--- src/rtl/dhcp_option_tlv_scanner_core_defines.svh ---
// ---------------------------------------------------------------------------
// DHCP option scanner: assertion macros
// Shared property macros for the scanner RTL. They expect clk and rst_n in
// the scope where they are used.
// ---------------------------------------------------------------------------
`ifndef DHCP_OPTION_TLV_SCANNER_CORE_DEFINES_SVH
`define DHCP_OPTION_TLV_SCANNER_CORE_DEFINES_SVH

// Same-cycle implication, disabled while reset is asserted.
`define DOTS_ASSERT_IMPLIES(lbl, ante, cons, msg) \
  lbl: assert property (@(posedge clk) disable iff (!rst_n) (ante) |-> (cons)) \
    else $error(msg);

// Next-cycle implication, disabled while reset is asserted.
`define DOTS_ASSERT_NEXT(lbl, ante, cons, msg) \
  lbl: assert property (@(posedge clk) disable iff (!rst_n) (ante) |=> (cons)) \
    else $error(msg);

`endif

--- src/rtl/dots_pkg.sv ---
// ---------------------------------------------------------------------------
// DHCP option scanner package
// Widths, option codes, area sizes, codes and shared types.
// ---------------------------------------------------------------------------
package dots_pkg;

  localparam int BYTE_W     = 8;
  localparam int OPT_LEN_W  = 11;
  localparam int OFF_W      = 10;
  localparam int STATUS_W   = 2;
  localparam int AREA_W     = 2;
  localparam int OVL_W      = 2;
  localparam int CFG_IDX_W  = 4;
  localparam int CFG_DATA_W = 11;

  localparam logic [OPT_LEN_W-1:0] OPTIONS_LENGTH_RESET = 11'd312;
  localparam logic [OPT_LEN_W-1:0] MIN_OPTIONS_BYTES    = 11'd4;
  localparam logic [OPT_LEN_W-1:0] MAX_OPTIONS_BYTES    = 11'd1024;
  localparam logic [OPT_LEN_W-1:0] FILE_AREA_BYTES      = 11'd128;
  localparam logic [OPT_LEN_W-1:0] NAME_AREA_BYTES      = 11'd64;

  localparam logic [BYTE_W-1:0] SEARCH_CODE_RESET = 8'd1;
  localparam logic [BYTE_W-1:0] OPT_PAD           = 8'd0;
  localparam logic [BYTE_W-1:0] OPT_END           = 8'd255;
  localparam logic [BYTE_W-1:0] OPT_OVERLOAD      = 8'd52;

  localparam logic [OFF_W-1:0] COOKIE_LAST_OFF = 10'd3;

  typedef enum logic [CFG_IDX_W-1:0] {
    CFG_SEARCH_CODE    = 4'd0,
    CFG_OPTIONS_LENGTH = 4'd1
  } cfg_idx_t;

  typedef enum logic [STATUS_W-1:0] {
    ST_FOUND     = 2'd0,
    ST_NOT_FOUND = 2'd1,
    ST_NO_COOKIE = 2'd2
  } status_t;

  typedef enum logic [AREA_W-1:0] {
    AREA_OPT  = 2'd0,
    AREA_FILE = 2'd1,
    AREA_NAME = 2'd2
  } area_t;

  typedef enum logic [2:0] {
    PH_IDLE     = 3'd0,
    PH_COOKIE   = 3'd1,
    PH_CODE     = 3'd2,
    PH_LENGTH   = 3'd3,
    PH_VALUE    = 3'd4,
    PH_OVERLOAD = 3'd5
  } phase_t;

  typedef struct packed {
    logic [BYTE_W-1:0] data_byte;
    logic              packet_start;
  } item_t;

  typedef struct packed {
    status_t           status;
    area_t             area;
    logic [OFF_W-1:0]  value_offset;
    logic [BYTE_W-1:0] value_length;
    logic [OVL_W-1:0]  overload_seen;
  } result_t;

  typedef struct packed {
    logic [BYTE_W-1:0]    search_code;
    logic [OPT_LEN_W-1:0] options_length;
  } cfg_t;

  // Magic cookie 99, 130, 83, 99.
  function automatic logic [BYTE_W-1:0] cookie_byte(input logic [1:0] idx);
    logic [BYTE_W-1:0] v;
    case (idx)
      2'd0:    v = 8'd99;
      2'd1:    v = 8'd130;
      2'd2:    v = 8'd83;
      default: v = 8'd99;
    endcase
    return v;
  endfunction

endpackage

--- src/rtl/dots_byte_if.sv ---
// ---------------------------------------------------------------------------
// DHCP option scanner byte channel
// Valid/ready channel carrying one packet byte and the packet start flag.
// ---------------------------------------------------------------------------
interface dots_byte_if;
  import dots_pkg::*;

  logic              valid;
  logic              ready;
  logic [BYTE_W-1:0] data_byte;
  logic              packet_start;

  modport source (output valid, output data_byte, output packet_start, input ready);
  modport sink (input valid, input data_byte, input packet_start, output ready);
endinterface

--- src/rtl/dots_result_if.sv ---
// ---------------------------------------------------------------------------
// DHCP option scanner result channel
// Valid/ready channel carrying one lookup result per packet.
// ---------------------------------------------------------------------------
interface dots_result_if;
  import dots_pkg::*;

  logic                valid;
  logic                ready;
  logic [STATUS_W-1:0] status;
  logic [AREA_W-1:0]   area;
  logic [OFF_W-1:0]    value_offset;
  logic [BYTE_W-1:0]   value_length;
  logic [OVL_W-1:0]    overload_seen;

  modport source (output valid, output status, output area, output value_offset,
                  output value_length, output overload_seen, input ready);
  modport sink (input valid, input status, input area, input value_offset,
                input value_length, input overload_seen, output ready);
endinterface

--- src/rtl/dots_cfg_if.sv ---
// ---------------------------------------------------------------------------
// DHCP option scanner configuration channel
// Valid/ready register write channel: register index and write data.
// ---------------------------------------------------------------------------
interface dots_cfg_if;
  import dots_pkg::*;

  logic                  valid;
  logic                  ready;
  logic [CFG_IDX_W-1:0]  reg_index;
  logic [CFG_DATA_W-1:0] wdata;

  modport source (output valid, output reg_index, output wdata, input ready);
  modport sink (input valid, input reg_index, input wdata, output ready);
endinterface

--- src/rtl/dots_cfg_regs.sv ---
// ---------------------------------------------------------------------------
// DHCP option scanner configuration registers
// Decodes register writes into the search code and options length.
// ---------------------------------------------------------------------------
module dots_cfg_regs (
  input  logic          clk,
  input  logic          rst_n,
  dots_cfg_if.sink      cfg_bus,
  output dots_pkg::cfg_t cfg
);
  import dots_pkg::*;

  logic [BYTE_W-1:0]    search_code_r;
  logic [BYTE_W-1:0]    search_code_nxt;
  logic [OPT_LEN_W-1:0] options_length_r;
  logic [OPT_LEN_W-1:0] options_length_nxt;
  logic                 wr_en;

  assign cfg_bus.ready = 1'b1;
  assign wr_en         = cfg_bus.valid;

  always_comb begin
    search_code_nxt    = search_code_r;
    options_length_nxt = options_length_r;
    if (wr_en) begin
      case (cfg_bus.reg_index)
        CFG_SEARCH_CODE:    search_code_nxt    = cfg_bus.wdata[BYTE_W-1:0];
        CFG_OPTIONS_LENGTH: options_length_nxt = cfg_bus.wdata[OPT_LEN_W-1:0];
        default: ;
      endcase
    end
  end

  always_ff @(posedge clk) begin
    if (!rst_n) begin
      search_code_r    <= SEARCH_CODE_RESET;
      options_length_r <= OPTIONS_LENGTH_RESET;
    end else begin
      search_code_r    <= search_code_nxt;
      options_length_r <= options_length_nxt;
    end
  end

  assign cfg.search_code    = search_code_r;
  assign cfg.options_length = options_length_r;
endmodule

--- src/rtl/dots_in_stage.sv ---
// ---------------------------------------------------------------------------
// DHCP option scanner input register
// Registers each accepted byte word and holds it until the parser takes it.
// ---------------------------------------------------------------------------
module dots_in_stage (
  input  logic            clk,
  input  logic            rst_n,
  dots_byte_if.sink       in_bus,
  input  logic            item_take,
  output logic            item_vld,
  output dots_pkg::item_t item
);
  import dots_pkg::*;

  logic  valid_r;
  logic  valid_nxt;
  item_t item_r;
  logic  accept;

  assign in_bus.ready = !valid_r || item_take;
  assign accept       = in_bus.valid && in_bus.ready;
  assign valid_nxt    = accept || (valid_r && !item_take);

  always_ff @(posedge clk) begin
    if (!rst_n) begin
      valid_r <= 1'b0;
    end else begin
      valid_r <= valid_nxt;
    end
  end

  always_ff @(posedge clk) begin
    if (accept) begin
      item_r.data_byte    <= in_bus.data_byte;
      item_r.packet_start <= in_bus.packet_start;
    end
  end

  assign item_vld = valid_r;
  assign item     = item_r;
endmodule

--- src/rtl/dots_parse.sv ---
// ---------------------------------------------------------------------------
// DHCP option scanner parse engine
// Per-byte option walk: cookie check, code/length/value tracking, overload
// capture, area sequencing and result decision, one byte per cycle when out_free is high.
// ---------------------------------------------------------------------------
`include "dhcp_option_tlv_scanner_core_defines.svh"

module dots_parse (
  input  logic              clk,
  input  logic              rst_n,
  input  dots_pkg::cfg_t    cfg,
  input  logic              item_vld,
  input  dots_pkg::item_t   item,
  input  logic              out_free,
  output logic              item_take,
  output logic              res_vld,
  output dots_pkg::result_t res
);
  import dots_pkg::*;

  phase_t               phase_r, phase_nxt;
  area_t                area_r, area_nxt;
  logic [OFF_W-1:0]     off_r, off_nxt;
  logic [BYTE_W-1:0]    skip_r, skip_nxt;
  logic [BYTE_W-1:0]    code_r, code_nxt;
  logic [OVL_W-1:0]     ovl_r, ovl_nxt;
  logic                 stopped_r, stopped_nxt;
  logic                 done_r, done_nxt;
  logic [OPT_LEN_W-1:0] held_r, held_nxt;

  // State as seen by the current byte, after a packet start restart.
  phase_t               e_phase;
  area_t                e_area;
  logic [OFF_W-1:0]     e_off;
  logic [BYTE_W-1:0]    e_skip;
  logic [BYTE_W-1:0]    e_code;
  logic [OVL_W-1:0]     e_ovl;
  logic                 e_stopped;
  logic                 e_done;
  logic [OPT_LEN_W-1:0] e_held;
  logic [OPT_LEN_W-1:0] clamp_len;

  logic [BYTE_W-1:0]    b;
  logic [OPT_LEN_W-1:0] sz;
  logic [OPT_LEN_W-1:0] off_ext;
  logic [OPT_LEN_W-1:0] off_inc;
  logic [OPT_LEN_W-1:0] rem;
  logic                 last;
  logic                 area_en;
  logic                 active;
  logic [BYTE_W-1:0]    skip_dec;

  logic                 cookie_bad;
  logic                 len_over;
  logic                 found;
  logic                 code_stop;
  logic [OVL_W-1:0]     ovl_upd;
  logic                 later_en;
  logic                 not_found;
  logic                 res_any;

  assign b         = item.data_byte;
  assign item_take = item_vld && out_free;
  assign res_vld   = item_take && res_any;

  always_comb begin
    if (cfg.options_length < MIN_OPTIONS_BYTES) begin
      clamp_len = MIN_OPTIONS_BYTES;
    end else if (cfg.options_length > MAX_OPTIONS_BYTES) begin
      clamp_len = MAX_OPTIONS_BYTES;
    end else begin
      clamp_len = cfg.options_length;
    end
  end

  always_comb begin
    if (item.packet_start) begin
      e_phase   = PH_COOKIE;
      e_area    = AREA_OPT;
      e_off     = '0;
      e_skip    = '0;
      e_code    = '0;
      e_ovl     = '0;
      e_stopped = 1'b0;
      e_done    = 1'b0;
      e_held    = clamp_len;
    end else begin
      e_phase   = phase_r;
      e_area    = area_r;
      e_off     = off_r;
      e_skip    = skip_r;
      e_code    = code_r;
      e_ovl     = ovl_r;
      e_stopped = stopped_r;
      e_done    = done_r;
      e_held    = held_r;
    end
  end

  always_comb begin
    case (e_area)
      AREA_OPT: begin
        sz      = e_held;
        area_en = 1'b1;
      end
      AREA_FILE: begin
        sz      = FILE_AREA_BYTES;
        area_en = e_ovl[0];
      end
      default: begin
        sz      = NAME_AREA_BYTES;
        area_en = e_ovl[1];
      end
    endcase
  end

  assign off_ext  = {1'b0, e_off};
  assign off_inc  = off_ext + 11'd1;
  assign last     = (off_inc >= sz);
  assign rem      = sz - off_inc;
  assign active   = !e_done && !e_stopped && area_en;
  assign skip_dec = e_skip - 8'd1;

  // Events decided by this byte.
  always_comb begin
    cookie_bad = active && (e_phase == PH_COOKIE) && (b != cookie_byte(e_off[1:0]));
    len_over   = active && (e_phase == PH_LENGTH) && ({3'b000, b} > rem);
    found      = active && (e_phase == PH_LENGTH) && !len_over && (e_code == cfg.search_code);
    code_stop  = active && (e_phase == PH_CODE) &&
                 ((b == OPT_END) || ((b != OPT_PAD) && last));
    if (cookie_bad) begin
      ovl_upd = '0;
    end else if (active && (e_phase == PH_OVERLOAD)) begin
      ovl_upd = b[OVL_W-1:0];
    end else begin
      ovl_upd = e_ovl;
    end
    case (e_area)
      AREA_OPT:  later_en = (ovl_upd != 2'b00);
      AREA_FILE: later_en = ovl_upd[1];
      default:   later_en = 1'b0;
    endcase
    not_found = !e_done && !cookie_bad && !found &&
                (e_stopped || code_stop || len_over || last) && !later_en;
    res_any   = cookie_bad || found || not_found;
  end

  // Next state.
  always_comb begin
    phase_nxt   = e_phase;
    area_nxt    = e_area;
    off_nxt     = e_off;
    skip_nxt    = e_skip;
    code_nxt    = e_code;
    ovl_nxt     = ovl_upd;
    stopped_nxt = e_stopped;
    done_nxt    = e_done;
    held_nxt    = e_held;
    if (!e_done) begin
      if (res_any) begin
        done_nxt  = 1'b1;
        phase_nxt = PH_IDLE;
      end else begin
        if (active) begin
          case (e_phase)
            PH_COOKIE: begin
              if (e_off >= COOKIE_LAST_OFF) begin
                phase_nxt = PH_CODE;
              end
            end
            PH_CODE: begin
              if (code_stop) begin
                stopped_nxt = 1'b1;
              end else if (b != OPT_PAD) begin
                code_nxt  = b;
                phase_nxt = PH_LENGTH;
              end
            end
            PH_LENGTH: begin
              if (len_over) begin
                stopped_nxt = 1'b1;
              end else begin
                skip_nxt = b;
                if (b == OPT_PAD) begin
                  phase_nxt = PH_CODE;
                end else if ((e_code == OPT_OVERLOAD) && (e_area == AREA_OPT)) begin
                  phase_nxt = PH_OVERLOAD;
                end else begin
                  phase_nxt = PH_VALUE;
                end
              end
            end
            PH_OVERLOAD, PH_VALUE: begin
              skip_nxt  = skip_dec;
              phase_nxt = (skip_dec != 8'd0) ? PH_VALUE : PH_CODE;
            end
            default: begin
              phase_nxt = PH_CODE;
            end
          endcase
        end
        // The last byte of an area hands over to the next one.
        if (last) begin
          phase_nxt   = PH_CODE;
          stopped_nxt = 1'b0;
          skip_nxt    = '0;
          off_nxt     = '0;
          case (e_area)
            AREA_OPT: area_nxt = AREA_FILE;
            default:  area_nxt = AREA_NAME;
          endcase
        end else begin
          off_nxt = off_inc[OFF_W-1:0];
        end
      end
    end
  end

  // Result fields.
  always_comb begin
    res.status        = ST_NOT_FOUND;
    res.area          = AREA_OPT;
    res.value_offset  = '0;
    res.value_length  = '0;
    res.overload_seen = ovl_upd;
    if (cookie_bad) begin
      res.status = ST_NO_COOKIE;
    end else if (found) begin
      res.status       = ST_FOUND;
      res.area         = e_area;
      res.value_offset = off_inc[OFF_W-1:0];
      res.value_length = b;
    end
  end

  always_ff @(posedge clk) begin
    if (!rst_n) begin
      phase_r   <= PH_IDLE;
      area_r    <= AREA_OPT;
      off_r     <= '0;
      skip_r    <= '0;
      code_r    <= '0;
      ovl_r     <= '0;
      stopped_r <= 1'b0;
      done_r    <= 1'b1;
      held_r    <= OPTIONS_LENGTH_RESET;
    end else if (item_take) begin
      phase_r   <= phase_nxt;
      area_r    <= area_nxt;
      off_r     <= off_nxt;
      skip_r    <= skip_nxt;
      code_r    <= code_nxt;
      ovl_r     <= ovl_nxt;
      stopped_r <= stopped_nxt;
      done_r    <= done_nxt;
      held_r    <= held_nxt;
    end
  end

  `DOTS_ASSERT_NEXT(a_done_after_result, res_vld, done_r && (phase_r == PH_IDLE), "scan not closed after result")
  `DOTS_ASSERT_IMPLIES(a_scan_has_phase, !done_r, phase_r != PH_IDLE, "active scan without a phase")
  `DOTS_ASSERT_IMPLIES(a_no_cookie_clean, res_vld && (res.status == ST_NO_COOKIE), (res.overload_seen == 2'b00) && (res.area == AREA_OPT), "missing cookie result carries data")
  `DOTS_ASSERT_IMPLIES(a_file_offset_range, !done_r && (area_r == AREA_FILE), {1'b0, off_r} < FILE_AREA_BYTES, "file area offset out of range")
endmodule

--- src/rtl/dots_out_stage.sv ---
// ---------------------------------------------------------------------------
// DHCP option scanner result register
// Holds one result word until the sink takes it.
// ---------------------------------------------------------------------------
module dots_out_stage (
  input  logic              clk,
  input  logic              rst_n,
  input  logic              res_vld,
  input  dots_pkg::result_t res,
  output logic              out_free,
  dots_result_if.source     out_bus
);
  import dots_pkg::*;

  logic    valid_r;
  logic    valid_nxt;
  result_t res_r;

  assign out_free  = !valid_r || out_bus.ready;
  assign valid_nxt = res_vld || (valid_r && !out_bus.ready);

  always_ff @(posedge clk) begin
    if (!rst_n) begin
      valid_r <= 1'b0;
    end else begin
      valid_r <= valid_nxt;
    end
  end

  always_ff @(posedge clk) begin
    if (res_vld) begin
      res_r <= res;
    end
  end

  assign out_bus.valid         = valid_r;
  assign out_bus.status        = res_r.status;
  assign out_bus.area          = res_r.area;
  assign out_bus.value_offset  = res_r.value_offset;
  assign out_bus.value_length  = res_r.value_length;
  assign out_bus.overload_seen = res_r.overload_seen;
endmodule

--- src/rtl/dhcp_option_tlv_scanner_core.sv ---
// ---------------------------------------------------------------------------
// DHCP option TLV scanner core
// Looks up one option code in a streamed DHCP packet, honoring overload.
// ---------------------------------------------------------------------------
// Feed the options field (cookie included), then the 128-byte file area,
// then the 64-byte server-name area, one byte per word, with packet_start
// set on the first options byte. The core takes one byte every cycle and
// gives at most one result word per packet, exactly one unless a new packet
// start cuts the scan short. The byte that decides a result is held in the
// input register while the combinational parse logic decides, and the result
// register loads when the parser takes that byte. The parse state update per
// byte sets the throughput of one byte per clock; input stalls only while a
// result word waits in the output register. Bytes after the result and bytes
// before the first packet start produce nothing. Write the search code and
// options length only while no packet is in flight.
module dhcp_option_tlv_scanner_core (
  input  logic          clk,
  input  logic          rst_n,
  dots_byte_if.sink     in_bus,
  dots_result_if.source out_bus,
  dots_cfg_if.sink      cfg_bus
);
  import dots_pkg::*;

  cfg_t    cfg;
  logic    item_vld;
  item_t   item;
  logic    item_take;
  logic    res_vld;
  result_t res;
  logic    out_free;

  dots_cfg_regs u_cfg_regs (
    .clk     (clk),
    .rst_n   (rst_n),
    .cfg_bus (cfg_bus),
    .cfg     (cfg)
  );

  dots_in_stage u_in_stage (
    .clk       (clk),
    .rst_n     (rst_n),
    .in_bus    (in_bus),
    .item_take (item_take),
    .item_vld  (item_vld),
    .item      (item)
  );

  dots_parse u_parse (
    .clk       (clk),
    .rst_n     (rst_n),
    .cfg       (cfg),
    .item_vld  (item_vld),
    .item      (item),
    .out_free  (out_free),
    .item_take (item_take),
    .res_vld   (res_vld),
    .res       (res)
  );

  dots_out_stage u_out_stage (
    .clk      (clk),
    .rst_n    (rst_n),
    .res_vld  (res_vld),
    .res      (res),
    .out_free (out_free),
    .out_bus  (out_bus)
  );
endmodule

--- src/flat_wrapper.sv ---
// flat-port wrapper written by rule: the top's interface ports become plain ports
module dhcp_option_tlv_scanner_core_flat import dots_pkg::*;
  (clk, rst_n, in_bus_valid, in_bus_data_byte, in_bus_packet_start, in_bus_ready, out_bus_valid, out_bus_status, out_bus_area, out_bus_value_offset, out_bus_value_length, out_bus_overload_seen, out_bus_ready, cfg_bus_valid, cfg_bus_reg_index, cfg_bus_wdata, cfg_bus_ready);
  dots_byte_if in_bus_i ();
  dots_result_if out_bus_i ();
  dots_cfg_if cfg_bus_i ();
  input  logic clk;
  input  logic rst_n;
  input wire logic [$bits(in_bus_i.valid)-1:0] in_bus_valid;
  input wire logic [$bits(in_bus_i.data_byte)-1:0] in_bus_data_byte;
  input wire logic [$bits(in_bus_i.packet_start)-1:0] in_bus_packet_start;
  output wire logic [$bits(in_bus_i.ready)-1:0] in_bus_ready;
  output wire logic [$bits(out_bus_i.valid)-1:0] out_bus_valid;
  output wire logic [$bits(out_bus_i.status)-1:0] out_bus_status;
  output wire logic [$bits(out_bus_i.area)-1:0] out_bus_area;
  output wire logic [$bits(out_bus_i.value_offset)-1:0] out_bus_value_offset;
  output wire logic [$bits(out_bus_i.value_length)-1:0] out_bus_value_length;
  output wire logic [$bits(out_bus_i.overload_seen)-1:0] out_bus_overload_seen;
  input wire logic [$bits(out_bus_i.ready)-1:0] out_bus_ready;
  input wire logic [$bits(cfg_bus_i.valid)-1:0] cfg_bus_valid;
  input wire logic [$bits(cfg_bus_i.reg_index)-1:0] cfg_bus_reg_index;
  input wire logic [$bits(cfg_bus_i.wdata)-1:0] cfg_bus_wdata;
  output wire logic [$bits(cfg_bus_i.ready)-1:0] cfg_bus_ready;
  assign in_bus_i.valid = in_bus_valid;
  assign in_bus_i.data_byte = in_bus_data_byte;
  assign in_bus_i.packet_start = in_bus_packet_start;
  assign in_bus_ready = in_bus_i.ready;
  assign out_bus_valid = out_bus_i.valid;
  assign out_bus_status = out_bus_i.status;
  assign out_bus_area = out_bus_i.area;
  assign out_bus_value_offset = out_bus_i.value_offset;
  assign out_bus_value_length = out_bus_i.value_length;
  assign out_bus_overload_seen = out_bus_i.overload_seen;
  assign out_bus_i.ready = out_bus_ready;
  assign cfg_bus_i.valid = cfg_bus_valid;
  assign cfg_bus_i.reg_index = cfg_bus_reg_index;
  assign cfg_bus_i.wdata = cfg_bus_wdata;
  assign cfg_bus_ready = cfg_bus_i.ready;
  dhcp_option_tlv_scanner_core u_core (.clk(clk), .rst_n(rst_n), .in_bus(in_bus_i), .out_bus(out_bus_i), .cfg_bus(cfg_bus_i));
endmodule
--- config.mk ---
export PLATFORM = sky130hd
export DESIGN_NAME = dhcp_option_tlv_scanner_core_flat
export DESIGN_NICKNAME = d
export VERILOG_FILES = /design/src/rtl/dots_pkg.sv /design/src/rtl/dots_byte_if.sv /design/src/rtl/dots_result_if.sv /design/src/rtl/dots_cfg_if.sv /design/src/rtl/dots_cfg_regs.sv /design/src/rtl/dots_in_stage.sv /design/src/rtl/dots_parse.sv /design/src/rtl/dots_out_stage.sv /design/src/rtl/dhcp_option_tlv_scanner_core.sv /design/src/flat_wrapper.sv
export VERILOG_INCLUDE_DIRS = /design/src /design/src/rtl
export SDC_FILE = /design/constraint.sdc
export NUM_CORES = 1
export LEC_CHECK = 0
export ABC_AREA = 1
export BUFFER_PORTS_ARGS = -buffer_cell sky130_fd_sc_hd__buf_4
export CORE_AREA = 4 4 124 126
export CTS_CLUSTER_SIZE = 12
export DETAILED_ROUTE_END_ITERATION = 10
export DIE_AREA = 0 0 128 130
export GPL_TIMING_DRIVEN = 0
export HOLD_SLACK_MARGIN = 0.05
export PLACE_DENSITY = 0.75
export SETUP_SLACK_MARGIN = 0.05
export SYNTH_ARGS = -nofsm -noshare
export SYNTH_HDL_FRONTEND = slang
export SYNTH_SLANG_ARGS = --single-unit
--- constraint.sdc ---
create_clock -name clk -period 14.3 [get_ports clk]
set_input_delay 2.145 -clock clk [delete_from_list [all_inputs] [get_ports clk]]
set_output_delay 2.145 -clock clk [all_outputs]
set_load 0.01 [all_outputs]
==> Word-level counts from Yosys, hierarchy flattened <==
Index checks and enable logic that the tools add are counted.
{ "word_totals": {"inputBits": 29, "elab_cells": 152, "output_inout_bits": 27, "ff_bits": 100} }
{ "op_classes": {"n_lt_le_gt_ge": 5, "bitwise_logic": 1, "n_eq_ne": 13, "n_reduce_logical": 52, "addsub": 3, "mux": 58} }
{ "ops": {"columns": ["op", "n"], "rows": [
  ["$mux 8", 13],
  ["$mux 10", 4],
  ["$mux 11", 3],
  ["$mux 3", 11],
  ["$pmux 8 s2", 2],
  ["$logic_and 1x1->1", 22],
  ["$pmux 11 s2", 1],
  ["$mux 21", 1],
  ["$mux 2", 8],
  ["$reduce_bool 8->1", 2],
  ["$pmux 3 s4", 1],
  ["$add 10x1->11 const B", 1],
  ["$ge 11x11->1", 1],
  ["$gt 11x11->1 const B", 1],
  ["$gt 8x11->1", 1],
  ["$lt 11x3->1 const B", 1],
  ["$mux 1", 11],
  ["$sub 11x11->11", 1],
  ["$ge 10x2->1 const B", 1],
  ["$logic_not 1->1", 10],
  ["$logic_or 1x1->1", 10],
  ["$eq 8x6->1 const B", 1],
  ["$eq 8x8->1", 1],
  ["$eq 8x8->1 const B", 1],
  ["other kinds (16)", 23]
]} }

==> Depth between registers and ports, before layout <==
{ "logic_depth": {"ltp_word": 18, "depth_mapped": 33, "ltp_nobuf": 32} }

==> Modules after synthesis <==
A second synthesis with hierarchy kept.
{ "unflattened": {"hier_cells": 945, "hier_area_um2": 6538.8} }
{ "modules_own_cells": {"columns": ["module", "area_each_um2", "seq_area_each_um2", "cells_per_inst", "instances"], "rows": [
  ["dots_parse", 4541.9, 920.9, 765, 1],
  ["dots_cfg_regs", 908.4, 380.4, 134, 1],
  ["dots_out_stage", 767.0, 740.7, 30, 1],
  ["dots_in_stage", 321.6, 290.3, 16, 1]
]} }

==> Worst setup path after synthesis <==
OpenSTA, ideal clock, no wires.
{ "synth_timing": {"path_kind": "register to register", "startpoint": "reg u_core.u_in_stage.item_r (netlist bit u_core.u_in_stage.item[0])", "endpoint": "reg u_core.u_out_stage.res_r (netlist bit u_core.u_out_stage.out_bus.area[0]), enable pin", "setup_ps": 374, "n_path_buf": 3, "period_less_slack_ps": 4765, "path_stages_with_launch": 29, "slack_ps": 9535, "arrival_ps": 4392, "required_ps": 13926, "cell_sequence": "edfxtp_1 buf_6 clkbuf_1 nor2_1 ha_1 inv_1 nor3_2 inv_1 nor3_1 xor2_1 inv_1 ha_1 nand2_1 inv_1 nand2_1 nand2_1 a21oi_1 xor2_1 ha_1 nand4_1 nand3_2 nor2_4 nand3_2 nand3_2 nand2_4 nand2_4 inv_4 buf_8 nor2_4"} }
{ "synth_between": {"elab_chain_cells": 15, "word_cells_on_any_way": 58, "classes_between": "add/sub (2); order compare (2); eq/ne (9); mux (14); reduce/logical (31)"} }
{ "synth_rtl": {"columns": ["item", "line", "text"], "rows": [
  ["start, declared", "dots_in_stage.sv:17", "item_t item_r;"],
  ["parallel branches: the longest is 13 deep, another holds $add 10x1->11", null, null],
  ["$logic_or 1x1->1 (*)", "dots_parse.sv:145", "res_any = cookie_bad || found || not_found;"],
  ["$logic_and 1x1->1 (*)", "dots_parse.sv:64", "assign res_vld = item_take && res_any;"],
  ["net u_core.res_vld", "dhcp_option_tlv_scanner_core.sv:29", "logic res_vld;"],
  ["end signal, assigned", "dots_out_stage.sv:32", "res_r <= res;"],
  ["end, declared", "dots_out_stage.sv:17", "result_t res_r;"]
]} }
Mark *: on every way through the listed nets, which the timed path passes.
A chain may end at the register's enable or synchronous reset.

==> Worst setup path after layout <==
{ "layout_timing": {"startpoint": "reg u_core.u_in_stage.item_r (netlist bit u_core.u_in_stage.item[0])", "endpoint": "reg u_core.u_out_stage.res_r (netlist bit u_core.u_out_stage.out_bus.value_length[3]), enable pin"} }
Same word-level chain as after synthesis.

==> flow_metrics.tcl <==
set metrics [dict create \
    io_pins 56 \
    reg2reg_to "u_core.u_out_stage.out_bus.value_length[3]" \
    first_global_vias 5934 \
    die_width_um 128 \
    h-tree-depth 3 \
    clkPwrFrac_pct 34.4 \
    cts_buffers 9 \
    rr_worst_depth 28 \
    placed_area_sq_um 7360 \
    power_density_nw_per_um2 97.3 \
    rsz0062_at_grt "no" \
    dieHeight_um 130 \
    fin_crit_sh_pct 42.4 \
    num_rows 44 \
    synth_edf_count 33 \
    detail_route.wl_per_cell_um 15.9 \
    startpoint_type "flip-flop" \
    hold_class "reg -> reg" \
    synthFlopType "dfxtp_1" \
    seq_power_share_pct 41.8 \
    p_sw_uw 249 \
    synth_cells 950 \
    slowest_delay_ns 0.63 \
    firstDrtPassIters 5 \
    nNetsFinal 1069 \
    syn_avg_cell_area_sq_um 7.08 \
    route.final.wire_length_um 19200 \
    drt-initial-drc-count 628 \
    grt_overflow 0 \
    io_buffer_count 54 \
    layout_commonest_cell "nand2_1" \
    slew_headroom_pct 44.4 \
    grt_max_degree 26 \
    min_period_ns 6.06 \
    ir_worst_vdd_v 0.0000692 \
    synth_fp_nets 1004 \
    utilization_pct 53.5 \
    hold_viol_final 0 \
    crit_required_ns 14.29 \
    die_area_sq_um 16600 \
    dp_hpwl_um 14400 \
    synth_warnings 0 \
    start_util_pct 47.0 \
    maxSlewViolCount 0 \
    cts.sinks 100 \
    async_flop_share_pct 0 \
    r2r_slack_ns 8.24 \
    grt_first_pass_wirelength_um 30600 \
    yosysSeqAreaShare_pct 34.7 \
    fmax_ghz 0.165 \
    power_frac_comb_pct 23.8 \
    cts_resized 0 \
    drv_cap 0 \
    cts_setup_buffers 0 \
    stdcell_area_sq_um 7660 \
    path_clk_slew_ns 0.07 \
    crit_path_end "u_core.u_out_stage.out_bus.value_length[3]" \
    n_fill_cell 1438 \
    tns_ns 0 \
    post-route-drc-count 0 \
    finalClockSkew_ns 0.0153 \
    root_buffer "clkbuf_16" \
    p_int_uw 496 \
    worst_pin_slew_ns 0.833 \
    finalNonFillerCells 1204 \
    postCtsHoldBufs 0 \
    cp_common_cell "inv_1" \
    gp_congestion 0.908 \
    antenna_found_initial 0 \
    track_usage_pct 23.3 \
    r2r-start "u_core.u_in_stage.item[0]" \
    post-place-cells 1188 \
    cts_max_path_buffers 2 \
    syn-cell-area_sq_um 6720 \
    slowest_stage "nor2_4" \
    core_area_sq_um 14300 \
    layout-drive-gt1-share_pct 14.6 \
    num_vias 6648 \
    crit_path_end_kind "flip-flop" \
    status "completed" \
    ant_nets 0 \
    area_growth_syn_to_layout_pct 13.9 \
    worstPathMaxFanout 25 \
    ys_ff_latch 100 \
    ys_types 52 \
    cts_tree "done" \
    antenna_cells 0 \
    power_leakage_uw 0.00338 \
    crit_arrival_ns 6.06 \
    layout_common_cells "nand2_1, inv_1, a21oi_1" \
    sw_frac_of_total_pct 33.4 \
    critPathLaunch "u_core.u_in_stage.item[0]" \
    setup_violations 0 \
    path_class "reg -> reg" \
    insertion_delay_ns 0.37 \
    vias_per_cell 5.52 \
]
-- layout make-up --
cell class	count	area, sq um	area share (%)
inverters	133	509	6.65
multi-input cells	683	3710	48.4
clock inverters	5	46.3	0.604
repair buffers	54	405	5.29
flip-flops and latches	100	2330	30.4
well taps	184	230	3.01
plain buffers	34	173	2.25
clock buffers	11	254	3.32
-- logic make-up (layout without fill, tap and decap cells) --
| kind of cell | after synthesis | count (layout) | synth area share (%) |
|---|---|---|---|
| AOI/OAI and AO/OA | 213 | 213 | 18.1 |
| xor gates and xnor gates | 22 | 22 | 2.87 |
| adders and majority gates | 25 | 25 | 4.76 |
| buffers and inverters | 167 | 237 | 10.1 |
| DFF | 100 | 100 | 34.7 |
| other | 1 | 1 | 0.0558 |
| and+or+nand+nor | 422 | 422 | 29.4 |
-- metrics by stage --
stage               hold slack [ns]  power [uW]  worst slack [ns]
floorplan                     0.430         440              9.53
CTS                           0.458         743              8.30
finish                        0.454         745              8.24
global route                  0.479         776              7.85
detailed placement            0.447         491              8.34
global placement              0.445         488              8.42
-- power groups by stage --
| stage | Clock, uW | Combinational (uW) | Sequential, uW |
|---|---|---|---|
| 2_1_floorplan | 0 | 121 | 318 |
| 6_report | 256 | 177 | 311 |
| 3_3_place_gp | 0 | 170 | 318 |
| 5_1_grt | 269 | 195 | 313 |
| 3_5_place_dp | 0 | 173 | 318 |
| 4_1_cts | 258 | 174 | 311 |
-- how the worst min path moves through the flow --
stage / start / to / slack (ns) / cells past startpoint
4_1_cts: u_core.u_parse.held_r[10] / u_core.u_parse.held_r[10] / 0.46 / 2
3_3_place_gp: u_core.u_parse.held_r[10] / u_core.u_parse.held_r[10] / 0.44 / 2
5_1_grt: u_core.u_parse.held_r[0] / u_core.u_parse.held_r[0] / 0.48 / 2
3_5_place_dp: u_core.u_parse.held_r[10] / u_core.u_parse.held_r[10] / 0.45 / 2
6_report: u_core.u_parse.held_r[10] / u_core.u_parse.held_r[10] / 0.45 / 2
2_1_floorplan: u_core.u_parse.held_r[10] / u_core.u_parse.held_r[10] / 0.43 / 2
-- cells in the mapped netlist (all sizes together) (2+ instances only) --
master  number  area, sq um
xor2        18          158
dfxtp       67         1340
a21oi      100          542
nor3        16          106
ha          24          300
o21bai       2         15.0
nor4         4         25.0
o211ai      11          123
nand4       18          128
xnor2        4         35.0
clkinv       2         7.51
o21ai       88          444
a31oi        2         12.5
inv        131          502
buf         11         86.3
nor2        93          447
edfxtp      33          991
clkbuf      23         86.3
nand3       58          338
a22oi        4         30.0
nand2      232          926
-- sequential cells by signal, indices dropped and copies added (netlist names) --
signal	flops
u_core.u_cfg_regs.options_length_r	11
u_core.u_parse.held_r	11
u_core.u_out_stage.out_bus.value_offset	10
u_core.u_parse.off_r	10
u_core.u_in_stage.item	9
u_core.u_cfg_regs.search_code_r	8
u_core.u_out_stage.out_bus.value_length	8
u_core.u_parse.code_r	8
u_core.u_parse.skip_r	8
u_core.u_parse.phase_r	3
u_core.u_out_stage.out_bus.area	2
u_core.u_out_stage.out_bus.overload_seen	2
u_core.u_out_stage.out_bus.status	2
u_core.u_parse.area_r	2
u_core.u_parse.ovl_r	2
u_core.u_in_stage.item_vld	1
u_core.u_out_stage.out_bus.valid	1
u_core.u_parse.done_r	1
u_core.u_parse.stopped_r	1
-- worst max-delay path, delay by kind of cell (launching register included) --
family                   cells  cell delay (ns)
AND/OR/NAND/NOR             14             2.67
XOR/XNOR                     2             0.46
adder cells (fa/ha/maj)      3             0.99
buffers and inverters        8             1.00
AO/OA/AOI/OAI                1             0.14
flip-flops                   1             0.38
-- per-layer routing --
layer  up-vias  wire length (um)  global-route usage, %
met5         -                 0                      0
met4         0               637                   9.93
met3        44              1340                   3.44
met2       265              8890                   37.5
met1      3078              8340                   31.4
li1       3261                 -                      -
Note: power is estimated with default switching activity, not from simulation.
